$ cat config.mk
export PLATFORM = sky130hd
export DESIGN_NAME = round_robin_packet_merge
export DESIGN_NICKNAME = d
export VERILOG_FILES = /design/src/sv/rrpm_pkg.sv /design/src/sv/rrpm_arb.sv /design/src/sv/round_robin_packet_merge.sv
export SDC_FILE = /design/constraint.sdc
export NUM_CORES = 1
export LEC_CHECK = 0
export ABC_AREA = 1
export BUFFER_PORTS_ARGS = -buffer_cell sky130_fd_sc_hd__buf_2
export CORE_ASPECT_RATIO = 1.2
export CORE_UTILIZATION = 33
export CTS_CLUSTER_SIZE = 20
export DETAILED_ROUTE_END_ITERATION = 10
export HOLD_SLACK_MARGIN = 0.03
export PLACE_DENSITY = 0.57
export SYNTH_ARGS = -nofsm -noshare
export SYNTH_HDL_FRONTEND = slang
export SYNTH_SLANG_ARGS = --single-unit
$ cat constraint.sdc
create_clock -name i_clk -period 2.1 [get_ports i_clk]
set_input_delay 0.105 -clock i_clk [delete_from_list [all_inputs] [get_ports i_clk]]
set_output_delay 0.105 -clock i_clk [all_outputs]
set_load 0.05 [all_outputs]
$ cat src/sv/rrpm_pkg.sv
// ============================================================================
// rrpm_pkg: shared types for the round-robin packet merge
// Word formats of the input and result channels, and the grant status
// passed from the arbiter to the top level.
// ============================================================================
package rrpm_pkg;

    localparam int MASK_BITS = 4;
    localparam int SRC_W     = 2;

    typedef struct packed {
        logic [MASK_BITS-1:0] waiting_mask;
        logic [MASK_BITS-1:0] last_mask;
    } t_in_word;

    typedef struct packed {
        logic [SRC_W-1:0] source_index;
        logic             word_last;
    } t_out_word;

    typedef struct packed {
        logic             hit;
        t_out_word        word;
        logic             locked;
        logic [SRC_W-1:0] cur;
    } t_grant;

endpackage

$ cat src/sv/rrpm_arb.sv
// ============================================================================
// rrpm_arb: packet-granular round-robin arbiter
// Holds the lock flag and last granted stream. Scans from the stream after
// the last one served when idle; follows the locked stream otherwise.
// State advances only when i_en is high.
// ============================================================================
module rrpm_arb
    import rrpm_pkg::*;
#(
    parameter int STREAM_COUNT = 4
) (
    input  logic     i_clk,
    input  logic     i_rst_n,
    input  logic     i_en,
    input  t_in_word i_word,
    output t_grant   o_grant
);

    localparam int SUM_W = $clog2(STREAM_COUNT + MASK_BITS + 1);

    logic             r_locked;
    logic [SRC_W-1:0] r_cur;
    logic             n_locked;
    logic [SRC_W-1:0] n_cur;
    logic             w_hit;
    logic             w_last;
    logic [SRC_W-1:0] w_sel;

    always_comb begin
        logic [SUM_W-1:0] cand;
        logic             found;
        w_hit  = 1'b0;
        w_last = 1'b0;
        w_sel  = r_cur;
        found  = 1'b0;
        cand   = '0;
        if (r_locked) begin
            w_hit  = i_word.waiting_mask[r_cur];
            w_last = i_word.last_mask[r_cur];
        end else begin
            // highest offset first so the nearest candidate wins
            for (int i = STREAM_COUNT - 1; i >= 0; i--) begin
                cand = SUM_W'(r_cur) + SUM_W'(i) + SUM_W'(1);
                if (cand >= SUM_W'(STREAM_COUNT)) begin
                    cand = cand - SUM_W'(STREAM_COUNT);
                end
                if (cand < SUM_W'(MASK_BITS)) begin
                    if (i_word.waiting_mask[cand[SRC_W-1:0]]) begin
                        found  = 1'b1;
                        w_sel  = cand[SRC_W-1:0];
                        w_last = i_word.last_mask[cand[SRC_W-1:0]];
                    end
                end
            end
            w_hit = found;
        end
    end

    always_comb begin
        n_locked = r_locked;
        n_cur    = r_cur;
        if (i_en && w_hit) begin
            n_cur    = w_sel;
            n_locked = ~w_last;
        end
    end

    always_ff @(posedge i_clk) begin
        if (!i_rst_n) begin
            r_locked <= 1'b0;
            r_cur    <= '0;
        end else begin
            r_locked <= n_locked;
            r_cur    <= n_cur;
        end
    end

    assign o_grant.hit               = w_hit;
    assign o_grant.word.source_index = w_sel;
    assign o_grant.word.word_last    = w_last;
    assign o_grant.locked            = r_locked;
    assign o_grant.cur               = r_cur;

endmodule

$ cat src/sv/round_robin_packet_merge.sv
// ============================================================================
// round_robin_packet_merge: merge of packet streams, one packet at a time
// Per-cycle stream status in, one grant word out when a word moves.
// ============================================================================
// Input channel: i_in_valid / o_in_ready carry a status word with, per
// stream, a waiting bit and a last bit. Output channel: o_out_valid /
// i_out_ready carry the granted stream index and its last flag; the data
// itself is muxed outside by that index.
// Path: a status word is registered, arbitrated from the input register and
// the grant is written to the output register when the word advances.
// Throughput: one status word per cycle while the output is not stalled,
// set by the single arbitration stage between the input and output registers.
// A status word that grants nothing produces no output word.
// Reset: arbiter idle, last-served stream 0, so the first scan starts at
// stream 1; both registers empty.
// Stall: while the output word waits, the input register holds one more
// status word; o_in_ready drops only when both are full.
// ============================================================================
module round_robin_packet_merge
    import rrpm_pkg::*;
#(
    parameter int STREAM_COUNT = 4
) (
    input  logic      i_clk,
    input  logic      i_rst_n,
    input  logic      i_in_valid,
    output logic      o_in_ready,
    input  t_in_word  i_in_word,
    output logic      o_out_valid,
    input  logic      i_out_ready,
    output t_out_word o_out_word
);

    logic      r_in_valid;
    t_in_word  r_in;
    logic      r_out_valid;
    t_out_word r_out;
    logic      w_adv;
    t_grant    w_grant;

    assign w_adv      = r_in_valid && (!r_out_valid || i_out_ready);
    assign o_in_ready = !r_in_valid || w_adv;

    rrpm_arb #(
        .STREAM_COUNT(STREAM_COUNT)
    ) u_arb (
        .i_clk  (i_clk),
        .i_rst_n(i_rst_n),
        .i_en   (w_adv),
        .i_word (r_in),
        .o_grant(w_grant)
    );

    always_ff @(posedge i_clk) begin
        if (!i_rst_n) begin
            r_in_valid  <= 1'b0;
            r_out_valid <= 1'b0;
        end else begin
            if (o_in_ready) begin
                r_in_valid <= i_in_valid;
            end
            if (w_adv) begin
                r_out_valid <= w_grant.hit;
            end else if (i_out_ready) begin
                r_out_valid <= 1'b0;
            end
        end
    end

    always_ff @(posedge i_clk) begin
        if (o_in_ready && i_in_valid) begin
            r_in <= i_in_word;
        end
        if (w_adv && w_grant.hit) begin
            r_out <= w_grant.word;
        end
    end

    assign o_out_valid = r_out_valid;
    assign o_out_word  = r_out;

    a_ready_full: assert property (@(posedge i_clk) disable iff (!i_rst_n)
        !o_in_ready |-> (r_in_valid && r_out_valid))
        else $error("input stalled without full pipeline");

    a_lock_follow: assert property (@(posedge i_clk) disable iff (!i_rst_n)
        (w_adv && w_grant.hit && w_grant.locked)
        |=> (r_out.source_index == $past(w_grant.cur)))
        else $error("locked grant left its stream");

    a_lock_set: assert property (@(posedge i_clk) disable iff (!i_rst_n)
        (w_adv && w_grant.hit && !w_grant.word.word_last) |=> w_grant.locked)
        else $error("mid-packet word did not lock arbiter");

    a_unlock: assert property (@(posedge i_clk) disable iff (!i_rst_n)
        (w_adv && w_grant.hit && w_grant.word.word_last) |=> !w_grant.locked)
        else $error("last word did not unlock arbiter");

endmodule
==> results.tsv <==
stage	metric	value	unit
clock_network	postCtsSetupBuffers	0	
detailed_routing	routed-via-count	959	
placed_design	placed_cell_count	196	
clock_network	htreeDepth	1	
critical_path	crit_fanout	7	
critical_path	cp-start-kind	register	
final_layout	insertedDiodeCount	0	
critical_path	critPathSlowestCell	dfxtp_1	
critical_path	cp-end-kind	register	
sta	setup_viols_final	0	
sta	period_needed	1.903	ns
sta	rsz0062_at_grt	false	
final_layout	multi_input_area	611.8	um^2
logic_synthesis	number_of_enable_type_register_cells_in_the_synthesized_netlist	11	
placed_design	detailed_place_hpwl	1.825	mm
final_layout	instances_no_fill	206	
placed_design	routabilityCongestion	0.9463	
detailed_routing	first_iter_violations	16	
critical_path	crit-reg2reg-launch	u_arb.r_cur[1]	
critical_path	timing.rr.end	u_arb.r_cur[1]	
sta	achievable-frequency	525.5	MHz
detailed_routing	drt-pass1-iter-count	4	
floorplanning	die_area	3710	um^2
clock_network	clk_transition_reported_paths	0.06	ns
min_path	source_of_the_worst_hold_timing_path	i_in_word[0]	
floorplanning	die-width	55.77	um
logic_synthesis	syn_area_per_cell	8.119	um^2
global_routing	grt_antenna_before_repair	0	
global_routing	gr-total-overflow	0	
logic_synthesis	synth_area_leaders	edfxtp_1, nand2_1, dfxtp_1, nand2_2, inv_1	
final_layout	count_of_nets_after_finishing	185	
final_layout	layout.cells.most_common_list	nand2_1, inv_1, buf_2, nand2_2, edfxtp_1	
global_routing	wire_length_of_the_first_global_routing_pass	3.691	mm
logic_synthesis	synth.top_cell.area_share	0.2885	
detailed_routing	post_drt_wl_per_cell	10.90	um
placed_design	pre_cts_ws	0.02362	ns
global_routing	grt_usage	0.1270	
sta	final_max_tran_viols	0	
sta	final_min_period_over_clock_period	0.9062	
logic_synthesis	ys_dominant_reg_cell	edfxtp_1	
floorplanning	io-pin-count	17	
detailed_routing	via_density	4.655	
logic_synthesis	synth.lib_cells_used.distinct	28	
floorplanning	floorplan.die.height	66.52	um
logic_synthesis	synth_sequential_area_ratio	0.3760	
logic_synthesis	asyncSetResetFlopFracSynth	0	
sta	tns	0	ns
critical_path	required_time_of_the_critical_path	2.25	ns
status	status	finished, final reports clean	
pwr	power.density_cell_area	915.0	nW/um^2
min_path	hold_class	input port to register	
critical_path	path_common_cell	nand2_1	
final_layout	post_route_cells_drive_above_1_share	0.3195	
global_routing	via_count_of_the_first_global_routing_pass	903	
clock_network	tritoncts	done	
placed_design	portBuffers	16	
critical_path	worst-r2r-cell-count	16	
pwr	power_leakage	0.6500	nW
floorplanning	core.rowCount	23	
final_layout	area_growth_syn_to_layout	21.75	%
final_layout	commonest_non_fill_non_tap_cell_in_the_layout	nand2_1	
clock_network	cts-buffers-inserted	3	
detailed_routing	ant_nets	0	
critical_path	critical_path_class	register to register	
critical_path	critical-path-max-stage-delay	0.33	ns
final_layout	filler_cell_count	335	
critical_path	critical_path.cell_chain	inv_1, ha_4, inv_4, nand2_1, nand2_2, nand2_1, nand3_2, nand2_1, nand2_1, nand2_1, nand2_1, nand2_1, nand2_1, nand2_1, nand2_1, a21oi_1	
min_path	timing.hold.worst_endpoint	r_in[0]	
min_path	hold_depth	1	
logic_synthesis	yosys.area.top_type	edfxtp_1	
logic_synthesis	synth_nets	156	
clock_network	clock_tree.buffer_depth	2	
sta	tightestPinTransition	0.3116	ns
sta	finalClockSkew	0.001321	ns
clock_network	worst_skew_pair.late_latency	0.24	ns
detailed_routing	detail_route.wirelength	2.245	mm
logic_synthesis	post_synthesis_instance_total	141	
sta	hold_viol_final	0	
detailed_routing	drc	0	
logic_synthesis	netlist_area	1145	um^2
clock_network	cts.root.buffer_cell	clkbuf_8	
pwr	report.power.total	0.001275	W
job	drv.max_cap_violation_count	0	
floorplanning	starting_utilization_of_the_core_area	0.3430	
global_routing	grt_start_max_net_pins	15	
final_layout	layout.area.seq	431.7	um^2
logic_synthesis	synth.yosys.warnings	0	
sta	final_critical_path_setup_slack	0.1969	ns
pwr	vdd_drop_max	0.0004470	V
sta	worst_slew_margin_rel	0.7901	
logic_synthesis	synth_seq_cells	16	
clock_network	cts_num_sinks	16	
floorplanning	placeableCoreArea	3338	um^2
critical_path	timing.critical_path.arrival	2.05	ns
critical_path	reg2reg_slack	0.20	ns
-- how the worst max path moves through the flow --
stage	from	end	cells past startpoint
floorplan	u_arb.r_cur[0]	o_out_word[2]	18
global placement	u_arb.r_cur[0]	o_out_word[2]	16
detailed placement	u_arb.r_cur[0]	u_arb.r_locked	15
CTS	u_arb.r_cur[0]	u_arb.r_locked	15
global route	u_arb.r_cur[1]	u_arb.r_locked	15
finish	u_arb.r_cur[1]	u_arb.r_cur[1]	16
-- through the flow --
| step | area [um^2] | hold WS, ns | utilization |
|---|---|---|---|
| 2_1_floorplan | 1145 | 0.2039 | - |
| 3_3_place_gp | 1275 | 0.2812 | 0.3819 |
| 3_5_place_dp | 1275 | 0.2831 | 0.3819 |
| 4_1_cts | 1320 | 0.03169 | 0.3954 |
| 5_1_grt | 1394 | 0.03255 | 0.4175 |
| 6_report | 1394 | 0.04009 | 0.4175 |
-- registers in the layout, summed over array words and instances, names as in the netlist --
| register | count |
|---|---|
| r_in | 8 |
| o_out_word | 3 |
| u_arb.r_cur | 2 |
| o_out_valid | 1 |
| u_arb.r_locked | 1 |
| r_in_valid | 1 |
-- layer usage --
layer	vias to the layer above	track usage	share of wire
met3	7	0.01165	0.018
met4	0	0.07500	0.030
met5	-	0	0
met1	426	0.1312	0.41
met2	20	0.2485	0.54
li1	506	-	-
-- timing repair --
item                                   4_1_cts  5_1_grt
endpoints found under the hold margin        0        6
hold buffers                                 0        6
resized for setup                            0        3
setup endpoints to repair                    0        8
-- cells in the mapped netlist, types with 2 or more instances --
master / count
buf_6: 3
dfxtp_1: 5
nor2_1: 4
o21ai_0: 8
ha_1: 3
a21oi_1: 6
nand2_2: 13
nand3_1: 9
inv_2: 2
edfxtp_1: 11
nand3b_1: 2
nand2_1: 40
nor2_4: 3
inv_1: 18
-- layout make-up --
| type | count | area share |
|---|---|---|
| Inverter | 21 | 0.05835 |
| Timing Repair Buffer | 27 | 0.1275 |
| Clock inverter | 1 | 0.002693 |
| Sequential cell | 16 | 0.3097 |
| Multi-Input combinational cell | 101 | 0.4390 |
| Clock buffer | 3 | 0.02962 |
| Tap cell | 37 | 0.03321 |
-- power by group --
group | switching (W) | internal (W) | total, W
registers | 0.0000171 | 0.000383 | 0.000400
clock network | 0.0000920 | 0.000129 | 0.000221
logic | 0.000418 | 0.000236 | 0.000654
total | 0.000528 | 0.000748 | 0.00128
-- critical path: cells and delay by family, from the launching register on --
kind	cells	cell delay [ns]
flops	1	0.33
fa+ha+maj	1	0.33
simple gates	12	0.80
compound gates	1	0.20
buf+inv	2	0.14
-- logic make-up (layout without fill, tap and decap cells) --
family                     count (synthesis)  in the layout  synth area share
adders and majority gates                  3              3           0.03279
AOI/OAI and AO/OA                         20             20            0.1170
and+or+nand+nor                           77             77            0.3596
xor gates and xnor gates                   1              1           0.01421
buffers and inverters                     24             52            0.1005
DFF                                       16             16            0.3760
Power figures use the tool's default switching activity.
